## src/sv/pcct_pkg.sv

```systemverilog
// ----------------------------------------------------------------------------
// pcct_pkg
// Shared types, constants and code tables of the prefix code transcoder.
// ----------------------------------------------------------------------------
package pcct_pkg;

	// Field widths and group geometry
	localparam int CHAR_W      = 8;
	localparam int GROUP_BITS  = 5;
	localparam int ACC_W       = 12;   // widest pending word: 4 left over + 8 new
	localparam int CNT_W       = 4;    // holds a bit count of 0..12
	localparam int REM_W       = 4;    // bits left over between characters
	localparam int REMCNT_W    = 3;    // count of left-over bits, 0..4
	localparam int LEN_W       = 4;    // code length 3..8
	localparam int CODE_W      = 8;
	localparam int QUEUE_DEPTH = 4;
	localparam int QPTR_W      = 2;
	localparam int QCNT_W      = 3;

	localparam logic [CHAR_W-1:0] NEWLINE_CHAR = 8'd10;

	// One input beat
	typedef struct packed {
		logic [CHAR_W-1:0] in_char;
		logic              char_valid;
		logic              end_of_line;
	} in_item_t;

	// One result beat
	typedef struct packed {
		logic [CHAR_W-1:0] out_char;
		logic              last;
	} out_item_t;

	// Work handed from the front end to the back end
	typedef struct packed {
		logic [ACC_W-1:0] word;   // pending bits, right-aligned
		logic [CNT_W-1:0] cnt;    // number of pending bits
		logic             eol;    // flush and close the line after the groups
	} job_t;

	// Front to queue push request
	typedef struct packed {
		logic valid;
		job_t job;
	} push_req_t;

	// Prefix code of one character
	typedef struct packed {
		logic              hit;
		logic [CODE_W-1:0] code;
		logic [LEN_W-1:0]  len;
	} code_ent_t;

	function automatic code_ent_t char_lookup(input logic [CHAR_W-1:0] ch);
		code_ent_t e;
		e.hit  = 1'b1;
		e.code = '0;
		e.len  = '0;
		case (ch)
			"A":  begin e.code = 8'h25; e.len = 4'd6; end
			"B":  begin e.code = 8'h9A; e.len = 4'd8; end
			"C":  begin e.code = 8'h05; e.len = 4'd4; end
			"D":  begin e.code = 8'h01; e.len = 4'd4; end
			"E":  begin e.code = 8'h06; e.len = 4'd3; end
			"F":  begin e.code = 8'h09; e.len = 4'd5; end
			"G":  begin e.code = 8'h9B; e.len = 4'd8; end
			"H":  begin e.code = 8'h10; e.len = 4'd6; end
			"I":  begin e.code = 8'h07; e.len = 4'd4; end
			"J":  begin e.code = 8'h98; e.len = 4'd8; end
			"K":  begin e.code = 8'h06; e.len = 4'd4; end
			"L":  begin e.code = 8'h04; e.len = 4'd5; end
			"M":  begin e.code = 8'h99; e.len = 4'd8; end
			"N":  begin e.code = 8'h9E; e.len = 4'd8; end
			"O":  begin e.code = 8'h05; e.len = 4'd5; end
			"P":  begin e.code = 8'h07; e.len = 4'd3; end
			"Q":  begin e.code = 8'h9F; e.len = 4'd8; end
			"R":  begin e.code = 8'h08; e.len = 4'd4; end
			"S":  begin e.code = 8'h06; e.len = 4'd5; end
			"T":  begin e.code = 8'h07; e.len = 4'd5; end
			"U":  begin e.code = 8'h9C; e.len = 4'd8; end
			"V":  begin e.code = 8'h9D; e.len = 4'd8; end
			"W":  begin e.code = 8'h02; e.len = 4'd6; end
			"X":  begin e.code = 8'h92; e.len = 4'd8; end
			"Y":  begin e.code = 8'h93; e.len = 4'd8; end
			"Z":  begin e.code = 8'h90; e.len = 4'd8; end
			" ":  begin e.code = 8'h05; e.len = 4'd3; end
			".":  begin e.code = 8'h11; e.len = 4'd6; end
			",":  begin e.code = 8'h03; e.len = 4'd6; end
			"-":  begin e.code = 8'h91; e.len = 4'd8; end
			8'd39: begin e.code = 8'h00; e.len = 4'd6; end  // apostrophe
			"?":  begin e.code = 8'h01; e.len = 4'd6; end
			default: begin e.hit = 1'b0; end
		endcase
		return e;
	endfunction

	// 5-bit group value to character
	function automatic logic [CHAR_W-1:0] group_char(input logic [GROUP_BITS-1:0] g);
		logic [CHAR_W-1:0] c;
		case (g)
			5'd26:   c = " ";
			5'd27:   c = ".";
			5'd28:   c = ",";
			5'd29:   c = "-";
			5'd30:   c = 8'd39;
			5'd31:   c = "?";
			default: c = 8'(8'd65 + {3'd0, g});
		endcase
		return c;
	endfunction

endpackage

```

## src/sv/prefix_code_char_transcoder_core.sv

```systemverilog
// Prefix code character transcoder. Each input beat on chr carries one
// character; table characters are turned into their 3 to 8 bit prefix code
// and every full 5-bit group is sent on grp as a character, with a padded
// remainder group and a newline beat (last set) at end of line. Intake takes
// one beat per cycle while the four-entry job queue has room; the output
// register sends one beat per cycle while grp_stall is low, and an item
// yields 0 to 4 beats, so the sustained rate is set by the output port. An
// accepted input passes through the job queue and the back end's job
// registers before its first beat is registered for output.
// ----------------------------------------------------------------------------
// prefix_code_char_transcoder_core
// Top level: front end, job queue and back end.
// ----------------------------------------------------------------------------
module prefix_code_char_transcoder_core (
	input  logic                 clk,
	input  logic                 arst_n,
	input  logic                 chr_valid,
	output logic                 chr_stall,
	input  pcct_pkg::in_item_t   chr,
	output logic                 grp_valid,
	input  logic                 grp_stall,
	output pcct_pkg::out_item_t  grp
);

	pcct_pkg::push_req_t push;
	pcct_pkg::job_t      q_head;
	logic                q_full;
	logic                q_nonempty;
	logic                q_pop;

	pcct_front u_front (
		.clk       (clk),
		.arst_n    (arst_n),
		.chr_valid (chr_valid),
		.chr_stall (chr_stall),
		.chr       (chr),
		.q_full    (q_full),
		.push      (push)
	);

	pcct_queue u_queue (
		.clk      (clk),
		.arst_n   (arst_n),
		.push     (push),
		.full     (q_full),
		.pop      (q_pop),
		.nonempty (q_nonempty),
		.head     (q_head)
	);

	pcct_back u_back (
		.clk        (clk),
		.arst_n     (arst_n),
		.q_nonempty (q_nonempty),
		.q_head     (q_head),
		.q_pop      (q_pop),
		.grp_valid  (grp_valid),
		.grp_stall  (grp_stall),
		.grp        (grp)
	);

endmodule

```

## src/sv/pcct_front.sv

```systemverilog
// ----------------------------------------------------------------------------
// pcct_front
// Intake: looks up each character's prefix code, merges it with the bits
// left over from earlier characters and hands off work that yields beats.
// ----------------------------------------------------------------------------
module pcct_front (
	input  logic                clk,
	input  logic                arst_n,
	input  logic                chr_valid,
	output logic                chr_stall,
	input  pcct_pkg::in_item_t  chr,
	input  logic                q_full,
	output pcct_pkg::push_req_t push
);

	logic [pcct_pkg::REM_W-1:0]    acc_q;
	logic [pcct_pkg::REMCNT_W-1:0] cnt_q;

	pcct_pkg::code_ent_t         ent;
	logic                        use_code;
	logic [pcct_pkg::ACC_W-1:0]  word;
	logic [pcct_pkg::CNT_W-1:0]  tcnt;
	logic [pcct_pkg::CNT_W-1:0]  rem_cnt;
	logic [pcct_pkg::REM_W:0]    rem_mask;
	logic                        accept;

	// Code lookup and merge with left-over bits
	always_comb begin
		ent      = pcct_pkg::char_lookup(chr.in_char);
		use_code = chr.char_valid && ent.hit;
		if (use_code) begin
			word = ({{(pcct_pkg::ACC_W-pcct_pkg::REM_W){1'b0}}, acc_q} << ent.len)
				| {{(pcct_pkg::ACC_W-pcct_pkg::CODE_W){1'b0}}, ent.code};
			tcnt = {1'b0, cnt_q} + ent.len;
		end else begin
			word = {{(pcct_pkg::ACC_W-pcct_pkg::REM_W){1'b0}}, acc_q};
			tcnt = {1'b0, cnt_q};
		end
	end

	// Bits left once every full group has been taken out
	always_comb begin
		if (tcnt >= 4'd10) begin
			rem_cnt = tcnt - 4'd10;
		end else if (tcnt >= 4'd5) begin
			rem_cnt = tcnt - 4'd5;
		end else begin
			rem_cnt = tcnt;
		end
		rem_mask = 5'(5'd1 << rem_cnt) - 5'd1;
	end

	assign chr_stall = q_full;
	assign accept    = chr_valid && !q_full;

	// Only beats that produce output go to the back end
	always_comb begin
		push.valid    = accept && (tcnt >= 4'd5 || chr.end_of_line);
		push.job.word = word;
		push.job.cnt  = tcnt;
		push.job.eol  = chr.end_of_line;
	end

	always_ff @(posedge clk or negedge arst_n) begin
		if (!arst_n) begin
			acc_q <= '0;
			cnt_q <= '0;
		end else if (accept) begin
			if (chr.end_of_line) begin
				acc_q <= '0;
				cnt_q <= '0;
			end else begin
				acc_q <= word[pcct_pkg::REM_W-1:0] & rem_mask[pcct_pkg::REM_W-1:0];
				cnt_q <= rem_cnt[pcct_pkg::REMCNT_W-1:0];
			end
		end
	end

endmodule

```

## src/sv/pcct_queue.sv

```systemverilog
// ----------------------------------------------------------------------------
// pcct_queue
// Short job queue between the front end and the back end.
// ----------------------------------------------------------------------------
module pcct_queue (
	input  logic                clk,
	input  logic                arst_n,
	input  pcct_pkg::push_req_t push,
	output logic                full,
	input  logic                pop,
	output logic                nonempty,
	output pcct_pkg::job_t      head
);

	pcct_pkg::job_t               mem_q [pcct_pkg::QUEUE_DEPTH];
	logic [pcct_pkg::QPTR_W-1:0]  wr_ptr_q;
	logic [pcct_pkg::QPTR_W-1:0]  rd_ptr_q;
	logic [pcct_pkg::QCNT_W-1:0]  count_q;
	logic                         do_push;
	logic                         do_pop;

	assign full     = (count_q == pcct_pkg::QCNT_W'(pcct_pkg::QUEUE_DEPTH));
	assign nonempty = (count_q != '0);
	assign do_push  = push.valid && !full;
	assign do_pop   = pop && nonempty;
	assign head     = mem_q[rd_ptr_q];

	// Storage
	always_ff @(posedge clk) begin
		if (do_push) begin
			mem_q[wr_ptr_q] <= push.job;
		end
	end

	// Pointers and fill level
	always_ff @(posedge clk or negedge arst_n) begin
		if (!arst_n) begin
			wr_ptr_q <= '0;
			rd_ptr_q <= '0;
			count_q  <= '0;
		end else begin
			if (do_push) begin
				wr_ptr_q <= wr_ptr_q + 1'b1;
			end
			if (do_pop) begin
				rd_ptr_q <= rd_ptr_q + 1'b1;
			end
			case ({do_push, do_pop})
				2'b10:   count_q <= count_q + 1'b1;
				2'b01:   count_q <= count_q - 1'b1;
				default: count_q <= count_q;
			endcase
		end
	end

endmodule

```

## src/sv/pcct_back.sv

```systemverilog
// ----------------------------------------------------------------------------
// pcct_back
// Emit side: walks a job one beat a cycle unless the output stalls, full
// groups first, then the zero-padded remainder and the newline at end of line.
// ----------------------------------------------------------------------------
module pcct_back (
	input  logic                 clk,
	input  logic                 arst_n,
	input  logic                 q_nonempty,
	input  pcct_pkg::job_t       q_head,
	output logic                 q_pop,
	output logic                 grp_valid,
	input  logic                 grp_stall,
	output pcct_pkg::out_item_t  grp
);

	logic                          busy_q;
	logic [pcct_pkg::ACC_W-1:0]    word_q;
	logic [pcct_pkg::CNT_W-1:0]    cnt_q;
	logic                          eol_q;
	logic                          out_valid_q;
	pcct_pkg::out_item_t           out_q;

	logic                          advance;
	logic                          has_grp;
	logic                          is_newline;
	logic [pcct_pkg::ACC_W-1:0]    grp_word;
	logic [pcct_pkg::GROUP_BITS-1:0] grp_val;
	logic [pcct_pkg::CNT_W-1:0]    nxt_cnt;
	logic                          done;
	logic                          emit;
	pcct_pkg::out_item_t           beat;

	assign advance = !out_valid_q || !grp_stall;

	// Next beat of the current job
	always_comb begin
		has_grp    = (cnt_q >= 4'd5);
		is_newline = (cnt_q == '0);
		grp_word   = word_q >> (cnt_q - 4'd5);
		if (has_grp) begin
			grp_val = grp_word[pcct_pkg::GROUP_BITS-1:0];
			nxt_cnt = cnt_q - 4'd5;
		end else begin
			// pad remainder with zeros on the right
			grp_val = 5'(word_q[pcct_pkg::GROUP_BITS-1:0] << (3'd5 - cnt_q[2:0]));
			nxt_cnt = '0;
		end
		if (is_newline) begin
			beat.out_char = pcct_pkg::NEWLINE_CHAR;
			beat.last     = 1'b1;
		end else begin
			beat.out_char = pcct_pkg::group_char(grp_val);
			beat.last     = 1'b0;
		end
		done  = is_newline || (!eol_q && nxt_cnt < 4'd5);
		emit  = busy_q && advance;
		q_pop = q_nonempty && (!busy_q || (emit && done));
	end

	// Job sequencer
	always_ff @(posedge clk or negedge arst_n) begin
		if (!arst_n) begin
			busy_q <= 1'b0;
		end else if (q_pop) begin
			busy_q <= 1'b1;
		end else if (emit && done) begin
			busy_q <= 1'b0;
		end
	end

	always_ff @(posedge clk) begin
		if (q_pop) begin
			word_q <= q_head.word;
			cnt_q  <= q_head.cnt;
			eol_q  <= q_head.eol;
		end else if (emit) begin
			cnt_q <= nxt_cnt;
		end
	end

	// Output register
	always_ff @(posedge clk or negedge arst_n) begin
		if (!arst_n) begin
			out_valid_q <= 1'b0;
		end else if (advance) begin
			out_valid_q <= busy_q;
		end
	end

	always_ff @(posedge clk) begin
		if (emit) begin
			out_q <= beat;
		end
	end

	assign grp_valid = out_valid_q;
	assign grp       = out_q;

endmodule

```

## config.mk

```make
export PLATFORM = sky130hd
export DESIGN_NAME = prefix_code_char_transcoder_core
export DESIGN_NICKNAME = d
export VERILOG_FILES = /design/src/sv/pcct_pkg.sv /design/src/sv/prefix_code_char_transcoder_core.sv /design/src/sv/pcct_front.sv /design/src/sv/pcct_queue.sv /design/src/sv/pcct_back.sv
export SDC_FILE = /design/constraint.sdc
export NUM_CORES = 1
export LEC_CHECK = 0
export ABC_AREA = 1
export ABC_CLOCK_PERIOD_IN_PS = 6300
export BUFFER_PORTS_ARGS = -buffer_cell sky130_fd_sc_hd__buf_2
export CAP_MARGIN = 10
export CORE_ASPECT_RATIO = 2
export CORE_UTILIZATION = 45
export DETAILED_ROUTE_END_ITERATION = 8
export HOLD_SLACK_MARGIN = 0.05
export PLACE_DENSITY_LB_ADDON = 0.15
export SYNTH_ARGS = -nofsm -noshare
export SYNTH_HDL_FRONTEND = slang
export SYNTH_SLANG_ARGS = --single-unit
export TNS_END_PERCENT = 10
```

## constraint.sdc

```tcl
create_clock -name clk -period 6.3 [get_ports clk]
set_input_delay 0.63 -clock clk [delete_from_list [all_inputs] [get_ports clk]]
set_output_delay 0.63 -clock clk [all_outputs]
set_load 0.005 [all_outputs]
```

* Word level (Yosys, flattened, before mapping)
Memory sizes are Yosys's and may differ from the RTL's.
Index checks and enable logic that the tools add are counted.
** Storage, ports and cells
- Register bits after elaboration :: 42
- Bits in latches :: 0
- Bits in writable memories :: 68
- Bits in read-only memories :: 0
- Output and inout bits :: 11
- Word-level logic and storage cells :: 118
- Memories kept :: 1
** Memories
- u_queue.mem_q :: depth 4, width 17, read ports 1, clocked after memory_dff 0, wr ports 1, RTL line pcct_queue.sv:15 : pcct_pkg::job_t mem_q [pcct_pkg::QUEUE_DEPTH];
** Operators by class
- Add/subtract/negate cells :: 11
- $mul :: 0
- Divide/modulo/power cells :: 0
- Order comparisons :: 4
- Eq/ne operators :: 41
- Shift-type cells :: 4
- Mux-type cells :: 19
- Bitwise logic cells :: 2
- Reductions and logical operators :: 24
** Operators with widths (number)
- 12-bit one-hot mux with 32 select lines :: 1
- 8-bit by 7-bit equality test with 1-bit output (second input constant) :: 26
- 8-bit by 6-bit equality test with 1-bit output (second input constant) :: 6
- 8-bit one-hot mux with 6 select lines :: 1
- 32-bit OR reduction :: 1
- 5-bit equality test (second input constant) :: 6
- 4-bit 2-to-1 mux :: 7
- 12-bit 2-to-1 mux :: 1
- 12-bit by 8-bit OR with 12-bit output :: 1
- 4-bit by 4-bit left shift with 12-bit output :: 1
- 12-bit by 4-bit >> shifter with 5-bit output :: 1
- 1-bit logical AND :: 9
- 7-bit by 5-bit adder with 8-bit output (first input constant) :: 1
- 4-bit by 3-bit >= comparator with 1-bit output (second input constant) :: 2
- 4-bit by 3-bit subtractor with 4-bit output (second input constant) :: 2
- 1-bit 2-to-1 mux :: 6
- 3-bit one-hot mux with 2 select lines :: 1
- 2-bit nonzero test :: 3
- 1-bit logical NOT :: 5
- 5-bit 2-to-1 mux :: 1
- 5-bit by 3-bit left shift with 5-bit output :: 1
- 2-bit by 1-bit adder with 2-bit output (second input constant) :: 2
- 3-bit by 4-bit adder with 4-bit output :: 1
- 4-bit AND :: 1
- 15 further kinds :: 18

* Longest topological paths before layout
Gate-level depths: netlist of run 1.
- Word-level depth :: 12
- Depth in mapped cells :: 29
- Mapped depth without buffers :: 28

* Cells and area by module
From an unflattened synthesis of run 1, not the netlist that was laid out.
** Unflattened totals
- Cells, all modules :: 843
- Area total of the unflattened synthesis :: 6935.4 um2
** By module, submodules not included
- pcct_queue :: instances 1, cells an instance 258, area each 3199.3 um2, sequential area each 2217.1 um2
- pcct_back :: instances 1, cells an instance 247, area each 1939.4 um2, sequential area each 800.8 um2
- pcct_front :: instances 1, cells an instance 338, area each 1796.7 um2, sequential area each 175.2 um2

* Worst setup path after synthesis of run 1
Ideal clock, no wire load.
- Path type :: input-to-reg
- Start :: input chr[9] in the netlist's numbering
- End :: register u_queue.count_q[2] in the netlist's numbering
- Library setup time :: 0.131 ns
- Data arrival time :: 4.221 ns
- Required time :: 6.169 ns
- Setup slack :: 1.948 ns
- Cell stages on the path :: 24
- Buffers on the path :: 1
- Cells stage by stage :: inv_2 -> nand2_2 -> nor2_4 -> buf_6 -> nand2_1 -> nand2_1 -> nor2_1 -> nand4_2 -> ha_1 -> fa_1 -> nand3b_1 -> nand2_4 -> ha_1 -> inv_1 -> or2_2 -> nand3_1 -> nand2_2 -> o21ai_2 -> ha_1 -> inv_1 -> fa_1 -> a21oi_1 -> o21ai_0 -> xor2_1
** Between the ends
- Longest elaborated chain between the ends :: 11
- Elaborated cells between the ends (all ways) :: 46
- Those cells by class :: 1 x add/sub; 1 x order compare; 34 x eq/ne; 4 x mux; 6 x reduce/logical
** RTL lines
- start, declared :: RTL line prefix_code_char_transcoder_core.sv:19 : input pcct_pkg::in_item_t chr,
- branches (longest 4 deep; another with 3-bit by 4-bit adder with 4-bit output)
- 4-bit 2-to-1 mux * :: RTL line pcct_front.sv:31 : if (use_code) begin
- 4-bit by 3-bit >= comparator with 1-bit output * :: RTL line pcct_front.sv:58 : push.valid = accept && (tcnt >= 4'd5 || chr.end_of_line);
- 1-bit logical OR * :: RTL line pcct_front.sv:58
- 1-bit logical AND * :: RTL line pcct_front.sv:58
- 1-bit logical AND * :: RTL line pcct_queue.sv:24 : assign do_push = push.valid && !full;
- 2-bit by 1-bit equality test with 1-bit output or 2-bit equality test (tied branches) :: RTL line pcct_queue.sv:48 : case ({do_push, do_pop})
- 3-bit one-hot mux with 2 select lines or 2-bit nonzero test (tied branches)
- end signal, assigned :: RTL line pcct_queue.sv:49 : 2'b10: count_q <= count_q + 1'b1;
- end signal, assigned :: RTL line pcct_queue.sv:50 : 2'b01: count_q <= count_q - 1'b1;
- end signal, assigned :: RTL line pcct_queue.sv:51 : default: count_q <= count_q;
- end, declared :: RTL line pcct_queue.sv:18 : logic [pcct_pkg::QCNT_W-1:0] count_q;
Mark *: on every way between the ends.
A chain may end at the register's enable or synchronous reset.

* Final worst setup path of run 1
Same ends and word-level chain as after synthesis.

==> results of run 1 <==
==> layer usage <==
layer,part of all wire [%],global-route usage (%),wire length (um),vias to the layer above
li1,-,-,-,2513
met1,35,20.4,5420,2441
met2,60,47.4,9340,80
met3,1.3,2.42,201,34
met4,3.8,12.0,599,0
met5,0,0,0,-
==> worst max-delay path: stages <==
cell and delay (ns):
buf_2 0.10, inv_2 0.05, nand2_2 0.07, nor2_2 0.39
nand2_1 0.15, nand2_1 0.16, nor2_1 0.08, nand4_2 0.18
ha_1 0.23, fa_1 0.42, nand3b_1 0.21, nand2_4 0.15
ha_1 0.17, inv_1 0.05, or2_2 0.26, nand3_1 0.13
nand2_2 0.10, o21ai_2 0.30, ha_1 0.23, inv_1 0.07
fa_1 0.37, a21oi_1 0.14, o21ai_0 0.11, xor2_1 0.15
==> stage by stage <==
stage / instances / utilization, % / hold WS, ns / setup WS (ns)
floorplan: 734 / - / 0.334 / 1.95
global placement: 936 / 48.2 / 0.467 / 1.32
detailed placement: 936 / 48.2 / 0.463 / 1.22
CTS: 952 / 50.3 / 0.195 / 1.58
global route: 952 / 50.3 / 0.215 / 1.24
finish: 952 / 50.3 / 0.192 / 1.60
==> kinds of logic (layout without fill, tap and decap cells) <==
| logic type | count (synthesis) | in the layout | share of synthesized area, % |
|---|---|---|---|
| buffers and inverters | 102 | 131 | 6.43 |
| adders and majority gates | 26 | 26 | 5.34 |
| other | 1 | 1 | 0.0588 |
| and+or+nand+nor | 349 | 349 | 24.7 |
| AOI/OAI and AO/OA | 139 | 139 | 12.3 |
| xor gates and xnor gates | 8 | 8 | 1.10 |
| DFF | 109 | 109 | 50.1 |
==> power by group through the flow <==
stage          combinational [mW]  clock (mW)  sequential [mW]
2_1_floorplan                1.37           0             1.16
3_5_place_dp                 1.90           0             1.17
6_report                     1.88       0.533             1.15
5_1_grt                      2.14       0.568             1.17
3_3_place_gp                 1.85           0             1.16
4_1_cts                      1.90       0.542             1.16
==> final timing paths <==
| check | from | endpoint | slack [ns] | cells past startpoint |
|---|---|---|---|---|
| worst min register to register | u_queue.count_q[0] | u_queue.count_q[0] | 0.48 | 1 |
| min in group clk | u_queue.count_q[0] | u_queue.count_q[0] | 0.48 | 1 |
| worst min-delay path | arst_n | u_back.grp_valid | 0.19 | 1 |
| max in group asynchronous | arst_n | u_front.acc_q[0] | 5.82 | 1 |
| worst max register to register | u_back.cnt_q[0] | u_back.grp[4] | 2.20 | 17 |
| worst max-delay path | chr[9] | u_queue.count_q[2] | 1.60 | 24 |
==> sequential cells by signal, summed over array words and instances (netlist names) <==
register	flops
u_back.cnt_q	4
u_back.busy_q	1
u_back.grp	8
u_queue.count_q	3
u_back.grp_valid	1
u_back.word_q	12
u_back.eol_q	1
u_front.acc_q	4
u_front.cnt_q	3
u_queue.wr_ptr_q	2
u_queue.mem_q	68
u_queue.rd_ptr_q	2
==> final cells by class <==
| type | instances | area (sq um) | area share, % |
|---|---|---|---|
| inverters | 84 | 315 | 4.52 |
| multi-input cells | 523 | 2780 | 39.8 |
| flip-flops and latches | 109 | 3190 | 45.7 |
| clock buffers | 11 | 243 | 3.48 |
| clock inverters | 5 | 43.8 | 0.627 |
| well taps | 189 | 236 | 3.39 |
| repair buffers | 31 | 175 | 2.51 |
==> cells in the final DEF, fill, tap and decap left out, types with 10 or more instances in the layout <==
master,Yosys,layout
o21ai_0,68,68
dfrtp_1,16,16
ha_1,24,24
inv_1,74,74
inv_2,10,10
o22ai_1,16,16
nand3_1,28,28
edfxtp_1,93,93
nand2_2,12,12
nor2_1,109,108
buf_2,3,23
nand2_1,156,156
a21oi_1,24,24
==> run metrics, run 1 <==
quantity of hold-fixing buffers added after cts=0; peak supply drop=0.217 mV; first-pass GRT wire length=25.3 mm; Gate Count Post-Synth=734; setup bufs post-CTS=0; Die Ht=170 um; Clk network pwr share=14.9%; Vias/cell=5.32; register area share after synthesis=50.1%; cts repair resizes=0; diode count=0; Tmin final=4.70 ns; outcome=complete, no violations; critical path class=primary input to flop; FP Rows=61; fin area=6980 sq um; area leader, netlist=edfxtp_1; First DRT Iteration DRCs=263; Avg Cell Area, Syn=8.69 sq um; Die Span X=86.2 um; Sinks on Clock Net=109; syn_nets=774; EDFF count, synth=93; final WL=15.6 mm; count of final hold-check violations=0; port bufs=23; pwr/cell area=511 nW/um^2; Post-synth top flop=edfxtp_1; area grow syn2layout=9.50%; Die ar.=14700 sq um; crit-path max FO=12; Hold WC Path Type=primary input to async pin; synth cell count leaders=nand2_1, nor2_1, edfxtp_1, inv_1, o21ai_0; GRT overflow=0; switching power=1.58 mW; Via Count=5068; Final nets=798; detailed-placement wirelength estimate=12.2 mm; Core Box Area=13900 sq um; Area contributors post-synth=edfxtp_1, nand2_1, nor2_1, dfrtp_1, o21ai_0; sw frac=44.4%; largest net degree at the start of global routing=38; Data required, critical path=6.53 ns; Int Pwr=1.98 mW; share of cells above drive strength 1=12.2%; sequential share of power=32.3%; Least-Margin Pin Slew=0.980 ns; Initial Util=45.9%; clk slew on worst S/H paths=0.07 ns; Clk Latency, worst-skew pair=0.34 ns; Crit. End Element=flop; CTS tree=yes; maximum clock frequency=0.213 GHz; Worst EP arrival=4.93 ns; GRT Total Usage=22.9%; Area after DPL=6700 sq um; final clock skew=0.0117 ns; Synth cell types=57; global placer's final weighted congestion=0.884; Final Max Tran Viols=0; fin crit share=74.6%; fill count=1369; number of max-cap violations=0; count leader, synth=nand2_1; # DRC=0; WL/cell=16.3 um; unrepaired setup endpoints after global routing=false; Post-DRT Antenna Nets=0; IO Count=25; top cell type's share of synthesized area=43.8%; antenna violations before repair=0; H-tree depth=3; CTS Root Cell=clkbuf_16; clock tree buffer depth=2; Syn. warnings=0; Yosys reg bits=109; Pre-antenna DRT Iters=4; Lkg Pwr=3.09 nW; Setup Viol. Count Final=0; Max-slew headroom=34.6%; part of the power in combinational logic=52.7%; Async SR Flop Fraction=14.7%; setup TNS=0 ns; Critical Path Source Type=primary input; synthesized cell area=6380 sq um; vias in the first global route=5256; cts bufs inserted=9; Power Total=3.57 mW
(Power assumes the default switching activity.)
==> run 2, diff against run 1 <==
--- a/config.mk
+++ b/config.mk
@@ -5,8 +5,8 @@
 export SDC_FILE = /design/constraint.sdc
 export NUM_CORES = 1
 export LEC_CHECK = 0
-export ABC_AREA = 1
-export ABC_CLOCK_PERIOD_IN_PS = 6300
+export ABC_AREA = 0
+export ABC_CLOCK_PERIOD_IN_PS = 4650
 export BUFFER_PORTS_ARGS = -buffer_cell sky130_fd_sc_hd__buf_2
 export CAP_MARGIN = 10
 export CORE_ASPECT_RATIO = 2
==> constraint.sdc (replaced) <==
create_clock -name clk -period 4.65 [get_ports clk]
set_input_delay 0.465 -clock clk [delete_from_list [all_inputs] [get_ports clk]]
set_output_delay 0.465 -clock clk [all_outputs]
set_load 0.005 [all_outputs]
==> run metrics, run 2 <==
outcome=finished with violations; violated checks=negative setup slack; maximum clock frequency=0.202 GHz; max reg flops=68 (unchanged); antenna violations before repair=0 (unchanged); Synth cell types=67 (+18%); First DRT Iteration DRCs=196 (-25%); IO Count=25 (unchanged); Placed Cells=840 (-10%); Async SR Flop Fraction=14.7% (unchanged); largest net degree at the start of global routing=24 (-37%); area leader, netlist=edfxtp_1; fin area=8060 sq um (+15%); top cell type's share of synthesized area=43.1% (-0.73 points); Power Total=4.62 mW (+30%); # DRC=0 (unchanged); final setup margin=-0.293 ns (-1.89 ns); number of max-cap violations=0 (unchanged); Initial Util=46.4% (+0.52 points); crit-path max FO=5 (-7); area grow syn2layout=24.3%; GRT overflow=0 (unchanged); Gate Count Post-Synth=561 (-24%); vias in the first global route=5254 (-0.038%); fin crit share=106%; Hold WC Path Type=primary input to flop; first-pass GRT wire length=26.0 mm (+2.6%); Syn. warnings=0 (unchanged); Non-Filler Instances=865 (-9.1%); Setup Viol. Count Final=1 (+1); share of cells above drive strength 1=32.2% (+20 points); clock tree buffer depth=2 (unchanged); Clk Latency, worst-skew pair=0.34 ns (about the same); critical path class=primary input to flop; Clk network pwr share=15.5% (+0.6 points); Die Span X=86.9 um (+0.82%); part of the power in combinational logic=50.6% (-2.1 points); reg2reg path depth=15 (-2); diode count=0 (unchanged); Max-slew headroom=42.2% (+7.5 points); Area after DPL=7520 sq um (+12%); switching power=1.76 mW (+11%); WL/cell=18.8 um (+15%); clk slew on worst S/H paths=0.07 ns (about the same); setup TNS=-0.293 ns (-0.293 ns); sw frac=38.0% (-6.4 points); Critical Path Source Type=primary input; detailed-placement wirelength estimate=12.7 mm (+4.4%); port bufs=23 (unchanged); Core Box Area=14000 sq um (+0.55%); Final Util=57.7% (+7.5 points); Int Pwr=2.86 mW (+44%); count leader, synth=edfxtp_1; FP Rows=61 (unchanged); Sinks on Clock Net=109 (unchanged); GRT Total Usage=23.3% (+0.42 points); Lkg Pwr=3.08 nW (-0.23%); unrepaired setup endpoints after global routing=true; Worst EP arrival=5.23 ns (+0.30 ns); CTS tree=yes; Crit. End Element=flop; final clock skew=0.00828 ns (-0.00347 ns); Post-synth top flop=edfxtp_1; Pre-antenna DRT Iters=4 (unchanged); Yosys reg bits=109 (unchanged); synth cell count leaders=edfxtp_1, nand2_1, nor2_1, o21ai_0, inv_1; Tmin final=4.94 ns; cts bufs inserted=9 (unchanged); synthesized cell area=6480 sq um (+1.7%); Die Ht=172 um (+0.83%); commonest non-fill, non-tap cells in the layout=buf_4, edfxtp_1, nor2_1; Final Max Tran Viols=0 (unchanged); Vias/cell=5.70 (+7.1%); final WL=16.2 mm (+4.4%); H-tree depth=3 (unchanged); commonest non-fill, non-tap cell in the layout=buf_4; pwr/cell area=573 nW/um^2 (+12%); Post-Place Setup Slack=-0.952 ns (-2.18 ns); Avg Cell Area, Syn=11.6 sq um (+33%); Post-DRT Antenna Nets=0 (unchanged); Final nets=711 (-11%); Least-Margin Pin Slew=0.868 ns (-0.112 ns); Via Count=4930 (-2.7%); Reg with most FFs=u_queue.mem_q; count of final hold-check violations=0 (unchanged); worst hold path depth=3; global placer's final weighted congestion=0.922 (+4.3%); Die ar.=14900 sq um (+1.7%); syn_nets=601 (-22%); worst hold slack=0.400 ns (+0.208 ns); Data required, critical path=4.94 ns (-1.59 ns); Area contributors post-synth=edfxtp_1, mux4_2, dfrtp_1, ha_1, mux2i_1; register area share after synthesis=49.2% (-0.83 points); sequential share of power=33.9% (+1.6 points); CTS Root Cell=clkbuf_16; peak supply drop=0.244 mV (+12%); EDFF count, synth=93 (unchanged)
==> run 2: cell count changes after synthesis, moves of 10 or more <==
cell | before | now
nor2_1 | 109 | 45
o22ai_1 | 16 | 2
nand2_1 | 156 | 46
o21ai_0 | 68 | 27
nand3_1 | 28 | 17
nand2b_1 | 0 | 10
inv_1 | 74 | 25
mux4_2 | 0 | 23
nand2_2 | 12 | 0
mux2i_1 | 0 | 21
==> run 2: logic make-up (layout without fill, tap and decap cells) <==
family | after synthesis | in the layout | share of synthesized area, %
AND/OR/NAND/NOR | 184 | 184 | 14.6
AO/OA/AOI/OAI | 119 | 119 | 12.8
flip-flops | 109 | 109 | 49.2
buffers and inverters | 57 | 172 | 3.55
multiplexers | 52 | 52 | 12.6
adder cells (fa/ha/maj) | 27 | 27 | 5.40
XOR/XNOR | 12 | 12 | 1.74
other | 1 | 1 | 0.0578
==> run 2: worst paths after layout <==
check                                   startpoint                   to  slack, ns
worst max-delay path                        chr[6]     u_front.acc_q[2]      -0.29
worst min-delay path                     grp_stall     u_back.grp_valid       0.40
worst max register to register     u_back.cnt_q[0]        u_back.grp[1]       0.34
worst min register to register  u_queue.count_q[2]   u_queue.count_q[2]       0.55
max in group asynchronous                   arst_n  u_queue.rd_ptr_q[0]       3.78
min in group asynchronous                   arst_n     u_front.cnt_q[2]       0.58
==> run 2: power by group through the flow <==
stage	Sequential (mW)	Clock, mW	Combinational (mW)
after detailed placement	1.59	0	2.32
after global placement	1.57	0	2.25
final	1.57	0.718	2.34
after global routing	1.60	0.763	2.57
after CTS	1.57	0.728	2.35
after floorplan	1.51	0	1.69
==> run 2: timing repair <==
item	4_1_cts	5_1_grt
endpoints found under the setup margin	1	1
gates resized for setup	24	15
hold endpoints to repair	14	0
setup buffers	2	6
pin swaps	8	11
hold buffers	1	0
==> run 2: area by class of cell <==
class | count | area (sq um)
fill | 1206 | 5900
multi-input combinational | 395 | 3250
sequential | 109 | 3190
timing repair buffer | 128 | 991
tap | 189 | 236
clock buffer | 9 | 225
inverter | 28 | 105
clock inverter | 7 | 58.8
==> run 2: critical path, stage by stage <==
cell,delay (ns)
buf_6,0.11
or4b_4,0.56
a21o_1,0.23
a21boi_2,0.21
a211oi_4,0.08
inv_2,0.09
ha_4,0.14
fa_1,0.44
nand2_1,0.09
nand2_2,0.07
ha_1,0.23
or3_4,0.39
a21oi_1,0.20
o31ai_2,0.10
xnor2_1,0.16
or3_4,0.40
ha_2,0.18
or4_1,0.50
or4b_1,0.49
nand3_1,0.09
==> run 2: layer usage <==
layer	up-vias	routed length, um	GRT usage, %
met2	89	10100	48.5
met3	39	240	2.45
met4	0	574	12.3
met1	2455	5300	20.5
li1	2347	-	-
met5	-	0	0
